<file path="src/design/comp_pkg.sv">
// Shared types and constants for the channel-open message parser.
package comp_pkg;

	// Header slots in a message, and how many headers are forwarded
	localparam int unsigned NUM_SLOTS   = 4;
	localparam int unsigned MAX_HEADERS = 4;

	// Configuration register reset values
	localparam logic [15:0] MAX_COLUMNS_RST  = 16'd4096;
	localparam logic [15:0] MAX_NAME_LEN_RST = 16'd1024;

	// Configuration register indexes
	localparam logic [7:0] CFG_MAX_COLUMNS  = 8'd0;
	localparam logic [7:0] CFG_MAX_NAME_LEN = 8'd1;

	// Parse phase
	typedef enum logic [3:0] {
		PH_IDLE     = 4'd0,
		PH_TEMPLATE = 4'd1,
		PH_CHANID   = 4'd2,
		PH_SLOTLEN  = 4'd3,
		PH_HDR_FWD  = 4'd4,
		PH_HDR_SKIP = 4'd5,
		PH_COLCOUNT = 4'd6,
		PH_COLLEN   = 4'd7,
		PH_COLNAME  = 4'd8
	} phase_t;

	// Result kinds
	typedef enum logic [3:0] {
		K_TEMPLATE_ID = 4'd0,
		K_CHANNEL_ID  = 4'd1,
		K_HDR_START   = 4'd2,
		K_HDR_BYTE    = 4'd3,
		K_DONE        = 4'd4,
		K_VARINT_ERR  = 4'd5,
		K_COLCNT_ERR  = 4'd6,
		K_NAMELEN_ERR = 4'd7,
		K_INCOMPLETE  = 4'd8
	} kind_t;

	// Varint decoder status for one byte
	typedef enum logic [1:0] {
		VI_MORE = 2'd0,
		VI_DONE = 2'd1,
		VI_ERR  = 2'd2
	} vstat_t;

	// One result item
	typedef struct packed {
		kind_t       kind;
		logic [63:0] value;
		logic [1:0]  idx;
		logic        last;
	} res_t;

	// Results produced by one item, pushed into the result queue
	typedef struct packed {
		logic [1:0] cnt;
		res_t       r0;
		res_t       r1;
	} push_t;

endpackage

</file>
<file path="src/design/comp_varint.sv">
// Base-128 varint byte step: folds one byte into the running value.
module comp_varint import comp_pkg::*; (
	input  logic [63:0] acc,
	input  logic [3:0]  cnt,
	input  logic [7:0]  b,
	output vstat_t      status,
	output logic [63:0] acc_next,
	output logic [3:0]  cnt_next
);

	logic [5:0]  shamt;
	logic [63:0] group;

	assign shamt = 6'({2'b00, cnt} * 6'd7);
	assign group = {57'd0, b[6:0]} << shamt;

	always_comb begin
		status   = VI_MORE;
		acc_next = acc;
		cnt_next = 4'd0;
		if (cnt >= 4'd9) begin
			// tenth byte: only bit 0 may be set, and it is value bit 63
			if (b[7:1] != 7'd0) begin
				status = VI_ERR;
			end else begin
				status   = VI_DONE;
				acc_next = acc | {b[0], 63'd0};
			end
		end else begin
			acc_next = acc | group;
			if (b[7]) begin
				cnt_next = cnt + 4'd1;
			end else begin
				status = VI_DONE;
			end
		end
	end

endmodule

</file>
<file path="src/design/comp_core.sv">
// Parser core: input register, parse state, config registers, result generation.
module comp_core import comp_pkg::*; (
	input  logic        clk,
	input  logic        arst_n,
	input  logic        in_valid,
	output logic        in_ready,
	input  logic [7:0]  data_byte,
	input  logic        first_byte,
	input  logic        opcode,
	input  logic        end_of_data,
	input  logic        cfg_valid,
	input  logic [7:0]  cfg_index,
	input  logic [15:0] cfg_data,
	input  logic        room,
	output push_t       push
);

	// input stage
	logic       valid_s1;
	logic [7:0] byte_s1;
	logic       start_s1, opc_s1, eod_s1;
	logic       fire;

	// parse state
	phase_t      phase_q;
	logic        clone_q;
	logic [63:0] acc_q;
	logic [3:0]  cnt_q;
	logic [2:0]  slot_q;
	logic [2:0]  hc_q;
	logic [63:0] br_q;
	logic [15:0] cr_q;
	logic [15:0] max_columns_q, max_name_len_q;

	// state after a message start is applied
	phase_t      ph_e;
	logic        clone_e;
	logic [63:0] acc_e;
	logic [3:0]  cnt_e;
	logic [2:0]  slot_e;
	logic [2:0]  hc_e;
	logic [63:0] br_e;
	logic [15:0] cr_e;

	// next state
	phase_t      ph_n;
	logic [63:0] acc_n;
	logic [3:0]  cnt_n;
	logic [2:0]  slot_n;
	logic [2:0]  hc_n;
	logic [63:0] br_n;
	logic [15:0] cr_n;

	// shared decode
	vstat_t      vst;
	logic [63:0] v, acc_nx;
	logic [3:0]  cnt_nx;
	logic [63:0] v_m1, br_m1;
	logic [15:0] cr_m1;
	logic [2:0]  slot_inc;
	phase_t      slot_ph;
	logic        hdr_room;
	res_t        body;
	logic        body_v;
	logic        eod_rep;
	phase_t      ph_pre;

	assign fire     = valid_s1 && room;
	assign in_ready = !valid_s1 || room;

	// input register
	always_ff @(posedge clk or negedge arst_n) begin
		if (!arst_n) begin
			valid_s1 <= 1'b0;
		end else if (in_ready) begin
			valid_s1 <= in_valid;
		end
	end

	always_ff @(posedge clk) begin
		if (in_valid && in_ready) begin
			byte_s1  <= data_byte;
			start_s1 <= first_byte;
			opc_s1   <= opcode;
			eod_s1   <= end_of_data;
		end
	end

	// config registers
	always_ff @(posedge clk or negedge arst_n) begin
		if (!arst_n) begin
			max_columns_q  <= MAX_COLUMNS_RST;
			max_name_len_q <= MAX_NAME_LEN_RST;
		end else if (cfg_valid) begin
			unique case (cfg_index)
				CFG_MAX_COLUMNS:  max_columns_q  <= cfg_data;
				CFG_MAX_NAME_LEN: max_name_len_q <= cfg_data;
				default: ;
			endcase
		end
	end

	// message start clears the parse state
	always_comb begin
		if (start_s1) begin
			ph_e    = opc_s1 ? PH_TEMPLATE : PH_CHANID;
			clone_e = opc_s1;
			acc_e   = 64'd0;
			cnt_e   = 4'd0;
			slot_e  = 3'd0;
			hc_e    = 3'd0;
			br_e    = 64'd0;
			cr_e    = 16'd0;
		end else begin
			ph_e    = phase_q;
			clone_e = clone_q;
			acc_e   = acc_q;
			cnt_e   = cnt_q;
			slot_e  = slot_q;
			hc_e    = hc_q;
			br_e    = br_q;
			cr_e    = cr_q;
		end
	end

	comp_varint u_varint (
		.acc      (acc_e),
		.cnt      (cnt_e),
		.b        (byte_s1),
		.status   (vst),
		.acc_next (acc_nx),
		.cnt_next (cnt_nx)
	);

	assign v        = acc_nx;
	assign v_m1     = v - 64'd1;
	assign br_m1    = br_e - 64'd1;
	assign cr_m1    = cr_e - 16'd1;
	assign slot_inc = slot_e + 3'd1;
	assign slot_ph  = (slot_inc >= 3'(NUM_SLOTS)) ? PH_COLCOUNT : PH_SLOTLEN;
	assign hdr_room = hc_e < 3'(MAX_HEADERS);

	// next state
	always_comb begin
		ph_n   = ph_e;
		acc_n  = acc_e;
		cnt_n  = cnt_e;
		slot_n = slot_e;
		hc_n   = hc_e;
		br_n   = br_e;
		cr_n   = cr_e;
		case (ph_e)
			PH_TEMPLATE, PH_CHANID, PH_SLOTLEN, PH_COLCOUNT, PH_COLLEN: begin
				acc_n = acc_nx;
				cnt_n = cnt_nx;
				if (vst == VI_ERR) begin
					ph_n = PH_IDLE;
				end else if (vst == VI_DONE) begin
					acc_n = 64'd0;
					case (ph_e)
						PH_TEMPLATE: ph_n = PH_CHANID;
						PH_CHANID: begin
							slot_n = 3'd0;
							ph_n   = PH_SLOTLEN;
						end
						PH_SLOTLEN: begin
							if (v == 64'd0) begin
								slot_n = slot_inc;
								ph_n   = slot_ph;
							end else begin
								br_n = v_m1;
								if (hdr_room) begin
									hc_n = hc_e + 3'd1;
									ph_n = PH_HDR_FWD;
								end else begin
									ph_n = PH_HDR_SKIP;
								end
								// header length one: nothing to forward
								if (v_m1 == 64'd0) begin
									slot_n = slot_inc;
									ph_n   = slot_ph;
								end
							end
						end
						PH_COLCOUNT: begin
							if (v > {48'd0, max_columns_q} || v == 64'd0) begin
								ph_n = PH_IDLE;
							end else begin
								cr_n = v[15:0];
								ph_n = PH_COLLEN;
							end
						end
						default: begin
							if (v > {48'd0, max_name_len_q}) begin
								ph_n = PH_IDLE;
							end else if (v == 64'd0) begin
								cr_n = cr_m1;
								ph_n = (cr_m1 == 16'd0) ? PH_IDLE : PH_COLLEN;
							end else begin
								br_n = v;
								ph_n = PH_COLNAME;
							end
						end
					endcase
				end
			end
			PH_HDR_FWD, PH_HDR_SKIP: begin
				br_n = br_m1;
				if (br_m1 == 64'd0) begin
					slot_n = slot_inc;
					ph_n   = slot_ph;
				end
			end
			PH_COLNAME: begin
				br_n = br_m1;
				if (br_m1 == 64'd0) begin
					cr_n = cr_m1;
					ph_n = (cr_m1 == 16'd0) ? PH_IDLE : PH_COLLEN;
				end
			end
			default: ph_n = PH_IDLE;
		endcase
		// end of data inside a message
		if (eod_s1 && ph_n != PH_IDLE) begin
			ph_n  = PH_IDLE;
			acc_n = 64'd0;
			cnt_n = 4'd0;
		end
	end

	// result of the byte itself
	always_comb begin
		body_v     = 1'b0;
		body.kind  = K_DONE;
		body.value = 64'd0;
		body.idx   = 2'd0;
		body.last  = 1'b0;
		case (ph_e)
			PH_TEMPLATE, PH_CHANID, PH_SLOTLEN, PH_COLCOUNT, PH_COLLEN: begin
				if (vst == VI_ERR) begin
					body_v    = 1'b1;
					body.kind = K_VARINT_ERR;
				end else if (vst == VI_DONE) begin
					case (ph_e)
						PH_TEMPLATE: begin
							body_v     = 1'b1;
							body.kind  = K_TEMPLATE_ID;
							body.value = v;
						end
						PH_CHANID: begin
							body_v     = 1'b1;
							body.kind  = K_CHANNEL_ID;
							body.value = v;
						end
						PH_SLOTLEN: begin
							if (v != 64'd0 && hdr_room) begin
								body_v     = 1'b1;
								body.kind  = K_HDR_START;
								body.value = v_m1;
								body.idx   = hc_e[1:0];
							end
						end
						PH_COLCOUNT: begin
							if (v > {48'd0, max_columns_q}) begin
								body_v    = 1'b1;
								body.kind = K_COLCNT_ERR;
							end else if (v == 64'd0) begin
								body_v    = 1'b1;
								body.kind = K_DONE;
							end
						end
						default: begin
							if (v > {48'd0, max_name_len_q}) begin
								body_v    = 1'b1;
								body.kind = K_NAMELEN_ERR;
							end else if (v == 64'd0 && cr_m1 == 16'd0) begin
								body_v    = 1'b1;
								body.kind = K_DONE;
							end
						end
					endcase
				end
			end
			PH_HDR_FWD: begin
				body_v     = 1'b1;
				body.kind  = K_HDR_BYTE;
				body.value = {56'd0, byte_s1};
				body.idx   = 2'(hc_e - 3'd1);
			end
			PH_COLNAME: begin
				if (br_m1 == 64'd0 && cr_m1 == 16'd0) begin
					body_v    = 1'b1;
					body.kind = K_DONE;
				end
			end
			default: ;
		endcase
	end

	// pack results: byte result first, then incomplete report
	always_comb begin
		push.r0 = body;
		push.r1 = body;
		push.r1.kind  = K_INCOMPLETE;
		push.r1.value = 64'd0;
		push.r1.idx   = 2'd0;
		push.r1.last  = 1'b1;
		eod_rep = eod_s1 && (ph_pre != PH_IDLE);
		if (!fire) begin
			push.cnt = 2'd0;
		end else if (body_v && eod_rep) begin
			push.cnt = 2'd2;
		end else if (body_v) begin
			push.cnt     = 2'd1;
			push.r0.last = 1'b1;
		end else if (eod_rep) begin
			push.cnt = 2'd1;
			push.r0  = push.r1;
		end else begin
			push.cnt = 2'd0;
		end
	end

	// phase before the end-of-data override, kept apart for the report
	always_comb begin
		ph_pre = ph_e;
		case (ph_e)
			PH_TEMPLATE, PH_CHANID, PH_SLOTLEN, PH_COLCOUNT, PH_COLLEN: begin
				if (vst == VI_ERR) begin
					ph_pre = PH_IDLE;
				end else if (vst == VI_DONE) begin
					case (ph_e)
						PH_COLCOUNT: begin
							if (v > {48'd0, max_columns_q} || v == 64'd0) begin
								ph_pre = PH_IDLE;
							end
						end
						PH_COLLEN: begin
							if (v > {48'd0, max_name_len_q}) begin
								ph_pre = PH_IDLE;
							end else if (v == 64'd0 && cr_m1 == 16'd0) begin
								ph_pre = PH_IDLE;
							end
						end
						default: ;
					endcase
				end
			end
			PH_COLNAME: begin
				if (br_m1 == 64'd0 && cr_m1 == 16'd0) begin
					ph_pre = PH_IDLE;
				end
			end
			default: ;
		endcase
	end

	// state registers
	always_ff @(posedge clk or negedge arst_n) begin
		if (!arst_n) begin
			phase_q <= PH_IDLE;
			clone_q <= 1'b0;
			acc_q   <= 64'd0;
			cnt_q   <= 4'd0;
			slot_q  <= 3'd0;
			hc_q    <= 3'd0;
			br_q    <= 64'd0;
			cr_q    <= 16'd0;
		end else if (fire) begin
			phase_q <= ph_n;
			clone_q <= clone_e;
			acc_q   <= acc_n;
			cnt_q   <= cnt_n;
			slot_q  <= slot_n;
			hc_q    <= hc_n;
			br_q    <= br_n;
			cr_q    <= cr_n;
		end
	end

endmodule

</file>
<file path="src/design/comp_fifo.sv">
// Result queue: four entries, takes up to two results per cycle, gives one.
module comp_fifo import comp_pkg::*; (
	input  logic  clk,
	input  logic  arst_n,
	input  push_t push,
	output logic  room,
	output logic  out_valid,
	input  logic  out_ready,
	output res_t  head
);

	res_t       mem [4];
	logic [1:0] wr_q, rd_q;
	logic [2:0] count_q;
	logic       pop;

	assign pop       = out_valid && out_ready;
	assign out_valid = count_q != 3'd0;
	assign room      = count_q <= 3'd2;
	assign head      = mem[rd_q];

	// entry writes
	always_ff @(posedge clk) begin
		if (push.cnt != 2'd0) begin
			mem[wr_q] <= push.r0;
		end
		if (push.cnt == 2'd2) begin
			mem[wr_q + 2'd1] <= push.r1;
		end
	end

	// pointers and fill count
	always_ff @(posedge clk or negedge arst_n) begin
		if (!arst_n) begin
			wr_q    <= 2'd0;
			rd_q    <= 2'd0;
			count_q <= 3'd0;
		end else begin
			wr_q    <= wr_q + push.cnt;
			rd_q    <= rd_q + {1'b0, pop};
			count_q <= count_q + {1'b0, push.cnt} - {2'b00, pop};
		end
	end

endmodule

</file>
<file path="src/design/channel_open_message_parser.sv">
// Top level of the channel-open message parser.
// A result passes the input register and then the result queue before it reaches the outputs.
// Throughput: one item per cycle while the receiver keeps taking results and items give at
// most one result each; the output gives one result per cycle, so two-result items stall
// the input once the queue holds three.
// Reset (arst_n low, asynchronous): parser waits for a message start, config at
// max_columns 4096 and max_name_len 1024, result queue empty.
module channel_open_message_parser import comp_pkg::*; (
	input  logic        clk,
	input  logic        arst_n,
	input  logic        in_valid,
	output logic        in_ready,
	input  logic [7:0]  data_byte,
	input  logic        first_byte,
	input  logic        opcode,
	input  logic        end_of_data,
	output logic        out_valid,
	input  logic        out_ready,
	output logic [3:0]  kind,
	output logic [63:0] value,
	output logic [1:0]  header_index,
	output logic        last_of_run,
	input  logic        cfg_valid,
	output logic        cfg_ready,
	input  logic [7:0]  cfg_index,
	input  logic [15:0] cfg_data
);

	push_t push;
	logic  room;
	res_t  head;

	// config writes are always taken
	assign cfg_ready = 1'b1;

	comp_core u_core (
		.clk         (clk),
		.arst_n      (arst_n),
		.in_valid    (in_valid),
		.in_ready    (in_ready),
		.data_byte   (data_byte),
		.first_byte  (first_byte),
		.opcode      (opcode),
		.end_of_data (end_of_data),
		.cfg_valid   (cfg_valid),
		.cfg_index   (cfg_index),
		.cfg_data    (cfg_data),
		.room        (room),
		.push        (push)
	);

	comp_fifo u_fifo (
		.clk       (clk),
		.arst_n    (arst_n),
		.push      (push),
		.room      (room),
		.out_valid (out_valid),
		.out_ready (out_ready),
		.head      (head)
	);

	assign kind         = head.kind;
	assign value        = head.value;
	assign header_index = head.idx;
	assign last_of_run  = head.last;

endmodule

</file>
<file path="config.mk">
export PLATFORM = sky130hd
export DESIGN_NAME = channel_open_message_parser
export DESIGN_NICKNAME = d
export VERILOG_FILES = /design/src/design/comp_pkg.sv /design/src/design/comp_varint.sv /design/src/design/comp_core.sv /design/src/design/comp_fifo.sv /design/src/design/channel_open_message_parser.sv
export SDC_FILE = /design/constraint.sdc
export NUM_CORES = 2
export LEC_CHECK = 0
export ABC_AREA = 1
export BUFFER_PORTS_ARGS = -buffer_cell sky130_fd_sc_hd__clkbuf_2
export CORE_MARGIN = 5
export CORE_UTILIZATION = 35
export CTS_CLUSTER_SIZE = 10
export DETAILED_ROUTE_END_ITERATION = 16
export GPL_ROUTABILITY_DRIVEN = 1
export MAX_ROUTING_LAYER = met4
export PLACE_DENSITY = 0.58
export SETUP_SLACK_MARGIN = 0.15
export SYNTH_ARGS = -nofsm -noshare
export SYNTH_HDL_FRONTEND = slang
export SYNTH_SLANG_ARGS = --single-unit
</file>
<file path="constraint.sdc">
create_clock -name clk -period 10.1 [get_ports clk]
set_input_delay 1.515 -clock clk [delete_from_list [all_inputs] [get_ports clk]]
set_output_delay 1.515 -clock clk [all_outputs]
set_load 0.05 [all_outputs]
</file>
Yosys cells after proc, flatten, opt, wreduce, memory -nomap -nowiden
Memories as Yosys holds them, arrays and structs flattened.
Index checks and enable logic that the tools add are counted.
- register bits: 209
- RAM bits: 284
- bits of input ports: 40
- output and inout bits: 74
- logic and storage cells: 193
- memories: 1
- add/subtract/negate cells: 12
- $mul: 1
- $lt $le $gt $ge: 6
- eq/ne operators: 12
- shifts and indexed selects: 1
- multiplexer cells: 110
- bitwise operators: 2
- reduce and logical (&&, ||, !) cells: 31
- memories (name ; depth ; bits a word ; rd ports ; clocked after memory_dff ; write ports ; RTL line ; text):
    u_fifo.mem ; 4 ; 71 ; 1 ; 0 ; 2 ; comp_fifo.sv:12 ; res_t mem [4];
- operator list (cell ; count):
    64-bit two-way mux ; 13
    70-bit two-way mux ; 6
    64-bit case mux with 2 select lines ; 3
    71-bit two-way mux ; 3
    64-bit zero test ; 3
    66-bit case mux with 2 select lines ; 1
    64-bit by 16-bit > comparator with 1-bit output ; 2
    64-bit OR ; 2
    64-bit by 1-bit subtractor with 64-bit output (second input constant) ; 2
    16-bit two-way mux ; 7
    4-bit two-way mux ; 22
    69-bit two-way mux ; 1
    66-bit two-way mux ; 1
    16-bit case mux with 2 select lines ; 2
    64-bit nonzero test ; 1
    7-bit by 6-bit << shifter with 64-bit output ; 1
    3-bit two-way mux ; 16
    4-bit case mux with 4 select lines ; 2
    4-bit case mux with 2 select lines ; 3
    2-bit two-way mux ; 9
    4-bit by 3-bit == test with 1-bit output (second input constant) ; 4
    16-bit zero test ; 1
    1-bit two-way mux ; 16
    16-bit by 1-bit subtractor with 16-bit output (second input constant) ; 1
    34 further kinds ; 53

Depth between registers and ports, before layout
- word-level depth: 22
- depth in mapped cells: 50
- depth with buffers taken out: 44

Cells and area by module
Synthesis repeated with hierarchy kept, for this count alone.
- cell total of the unflattened synthesis: 5913
- area, all modules: 38979.9 µm²
- modules (own cells, without submodules) (module ; times used ; cells an instance ; area each (µm²) ; seq. area each (µm²)):
    comp_core ; 1 ; 4021 ; 23027.1 ; 5112.4
    comp_fifo ; 1 ; 1517 ; 14181.1 ; 8703.3
    comp_varint ; 1 ; 373 ; 1760.4 ; 0.0
    channel_open_message_parser ; 1 ; 2 ; 11.3 ; 0.0

Worst setup path after synthesis
No wires, ideal clock.
- path kind: register -> register
- start: reg u_core.start_s1
- end: mem u_fifo.mem[2][19] in the netlist's numbering
- setup time: 128 ps
- arrival time: 7311 ps
- required time: 9972 ps
- setup slack: 2661 ps
- stages on the path, launching flop included: 36
- buffers on the path: 9
- period minus slack after synthesis: 7439 ps
- cell sequence: edfxtp_1 buf_4 buf_2 buf_2 buf_2 buf_2 buf_1 nor2_1 nor2_1 a21oi_1 ha_1 inv_1 fa_1 clkinv_1 clkbuf_1 nand4_1 nand2_1 ha_1 nand2_1 or4_1 nor4_1 a31oi_1 nor4_1 nand2_1 nor2_1 inv_2 o211ai_1 o21bai_1 a21oi_1 ha_1 nor2_1 a21oi_1 nor2_1 clkbuf_1 clkbuf_1 a21oi_1
- RTL lines (element ; RTL line ; text):
    from (decl) ; comp_core.sv:21 ; logic start_s1, opc_s1, eod_s1;
    from (signal assigned) ; comp_core.sv:83 ; start_s1 <= first_byte;
    to (decl) ; comp_fifo.sv:12 ;

==> impl_metrics.json <==
{
  "worstSetupPathType": "flip-flop to flip-flop",
  "drtAntennaViolNets": 0,
  "ys_seq_area_frac": 0.327,
  "ir_drop_mv": 0.198,
  "setup_viol": 0,
  "slew_headroom": 0.262,
  "yosysTopAreaCellShare": 0.170,
  "synthCells": 5180,
  "nNetsFinal": 5196,
  "p_per_area_nw_per_um2": 394,
  "worstSetupStartpointType": "flip-flop",
  "tightest_slew_ns": 1.11,
  "portBuffers": 112,
  "grt_pass1_wl_um": 204000,
  "rows": 113,
  "wire_per_inst_um": 20.8,
  "cp_data_required_time_ns": 10.64,
  "yosys.cell_types.count": 67,
  "viasPerCell": 5.65,
  "timing.hold.ws_ns": 0.461,
  "grt_overflow": 0,
  "firstDrtPassIters": 5,
  "hold_buffers": 0,
  "wl_um": 133000,
  "remaining_drc_errors": 0,
  "arrival_ns": 9.45,
  "end_kind": "flip-flop",
  "yosys_warnings": 0,
  "nFillCells": 10100,
  "core_area_um2": 95000,
  "grtUsageMet2": 0.382,
  "cp_max_fo": 41,
  "cts_buffers": 60,
  "hpwl_um": 92600,
  "clk_latency_ns": 0.67,
  "stdcell_count": 6403,
  "top_usage_layer": "met2",
  "clk_path_buf_depth": 3,
  "leakage_uw": 0.0167,
  "async_reset_ff_frac": 0.402,
  "synth_ff_type": "dfxtp_1",
  "track_usage": 0.255,
  "met1_usage": 0.359,
  "hold_class": "flip-flop to flip-flop",
  "layout-drive-gt1-share": 0.0748,
  "max_stage_delay_ns": 0.89,
  "finalWorstSetupSlack_ns": 1.18,
  "yosys-top-cells-count": "1100 x nand2_1, 658 x o21ai_0, 651 x nor2_1, 476 x inv_1, 413 x a21oi_1",
  "synth_area_leader_cell": "dfxtp_1",
  "h-tree-depth": 2,
  "clock_skew_ns": 0.0294,
  "grt_pass1_vias": 33000,
  "synth_area_um2": 33500,
  "synth_nets": 5275,
  "first_iter_violations": 3878,
  "synthToLayoutAreaGrowth_pct": 10.0,
  "period_share": 0.883,
  "die_area_um2": 102000,
  "routabilityCongestion": 1.04,
  "rsz0062_at_grt": "no",
  "antenna_found_initial": 1,
  "cts.sinks": 493,
  "cts_setup_buffers": 0,
  "power_uw": 14500,
  "initial_core_util": 0.353,
  "min_period_ns": 8.92,
  "netlist_top_cells_area": "dfxtp_1 17%, dfrtp_1 15%, nand2_1 12%",
  "path_common_cell": "nor2_1",
  "maxCapViolations": 0,
  "clk_pin_slew_worst_paths_ns": 0.06,
  "syn_avg_cell_area_um2": 6.47,
  "cts_resized": 0,
  "drv_slew": 0,
  "fin_setup_tns_ns": 0,
  "io_pins": 114,
  "dieWidth_um": 319,
  "yosysMostFrequentCell": "nand2_1",
  "grtUsageMet3": 0.0309,
  "ys_ff_latch": 493,
  "place_ws_ns": 1.35,
  "die_h_um": 319,
  "vias": 36200,
  "status": "completed",
  "synth-edff-count": 11,
  "fmax_ghz": 0.112,
  "hold_viol": 0,
  "cts_tree": "built",
  "cts_root_buf": "clkbuf_16",
  "worst_path_max_delay_cell": "xor2_4",
  "place_inst": 6304,
  "grt_max_degree": 102
}
==> registers in the layout, indices dropped and copies added (netlist names), 3 cells and up <==
name	count
u_core.max_columns_q	16
u_core.br_q	64
u_core.max_name_len_q	16
u_core.cr_q	16
u_core.phase_q	4
u_core.acc_q	64
u_core.slot_q	3
u_core.byte_s1	8
u_fifo.count_q	3
u_core.hc_q	3
u_fifo.mem	284
u_core.cnt_q	4
==> area by class of cell <==
type,count,area (um2),share of cell area
sequential,493,11000,0.298
antenna,2,5.00,0.000136
tap,1265,1580,0.0429
clock inverter,9,160,0.00434
clock buffer,88,1730,0.0469
inverter,495,1870,0.0508
multi-input combinational,3869,19400,0.527
timing repair buffer,182,1130,0.0307
==> cells by family after synthesis <==
family	synth area share
buffers and inverters	0.0958
AO/OA/AOI/OAI	0.261
XOR/XNOR	0.0216
AND/OR/NAND/NOR	0.273
other	0.000112
adder cells (fa/ha/maj)	0.0210
flip-flops	0.327
==> power breakdown <==
group	internal [uW]	switching (uW)	leakage (uW)
Clock	1230	904	0.000916
Combinational	2410	6780	0.0107
Sequential	2840	374	0.00504
==> through the flow <==
| step | util | area, um2 |
|---|---|---|
| 3_3_place_gp | 0.368 | 35000 |
| 5_1_grt | 0.388 | 36900 |
| 3_5_place_dp | 0.368 | 35000 |
| 6_report | 0.388 | 36900 |
| 2_1_floorplan | - | 33500 |
| 4_1_cts | 0.388 | 36900 |
==> cells in the final DEF, fill, tap and decap left out, types with 17 or more instances in the layout <==
cell type / instances
a211oi_1: 70
a21oi_1: 413
a32oi_1: 45
buf_4: 67
clkbuf_1: 19
clkbuf_16: 63
clkbuf_2: 111
dfrtp_1: 194
dfxtp_1: 284
ha_1: 53
inv_1: 469
inv_2: 17
nand2_1: 1099
nand2_2: 24
nand3_1: 224
nand4_1: 77
nor2_1: 640
nor2_2: 24
nor2_4: 20
nor3_1: 31
nor4_1: 19
o211ai_1: 60
o21ai_0: 658
o21ai_1: 19
o221ai_1: 43
o22ai_1: 167
xor2_1: 75
==> per-layer routing <==
metal | vias to the layer above | part of all wire
li1 | 17400 | -
met1 | 17000 | 0.45
met2 | 1560 | 0.43
met3 | 232 | 0.076
met4 | 0 | 0.039
met5 | - | 0
==> worst max-delay path: cells and delay by family (launching register included) <==
| kind | cells | cell delay, ns |
|---|---|---|
| AND/OR/NAND/NOR | 16 | 2.73 |
| buffers and inverters | 11 | 2.25 |
| adder cells (fa/ha/maj) | 4 | 1.41 |
| AO/OA/AOI/OAI | 5 | 1.02 |
| XOR/XNOR | 1 | 0.89 |
| flip-flops | 1 | 0.45 |
==> worst paths after layout <==
kind | startpoint | to | slack [ns] | cells past startpoint
max in group asynchronous | arst_n | u_core.acc_q[21] | 7.86 | 2
hold reg to reg | u_fifo.mem[0][70] | u_fifo.mem[0][70] | 0.46 | 2
min in group asynchronous | arst_n | u_core.max_name_len_q[6] | 0.95 | 1
hold / removal | u_fifo.mem[0][70] | u_fifo.mem[0][70] | 0.46 | 2
setup reg to reg | u_core.start_s1 | u_fifo.mem[1][1] | 1.18 | 37
setup / recovery | u_core.start_s1 | u_fifo.mem[1][1] | 1.18 | 37
No activity file was read; power rests on OpenSTA's default activity.
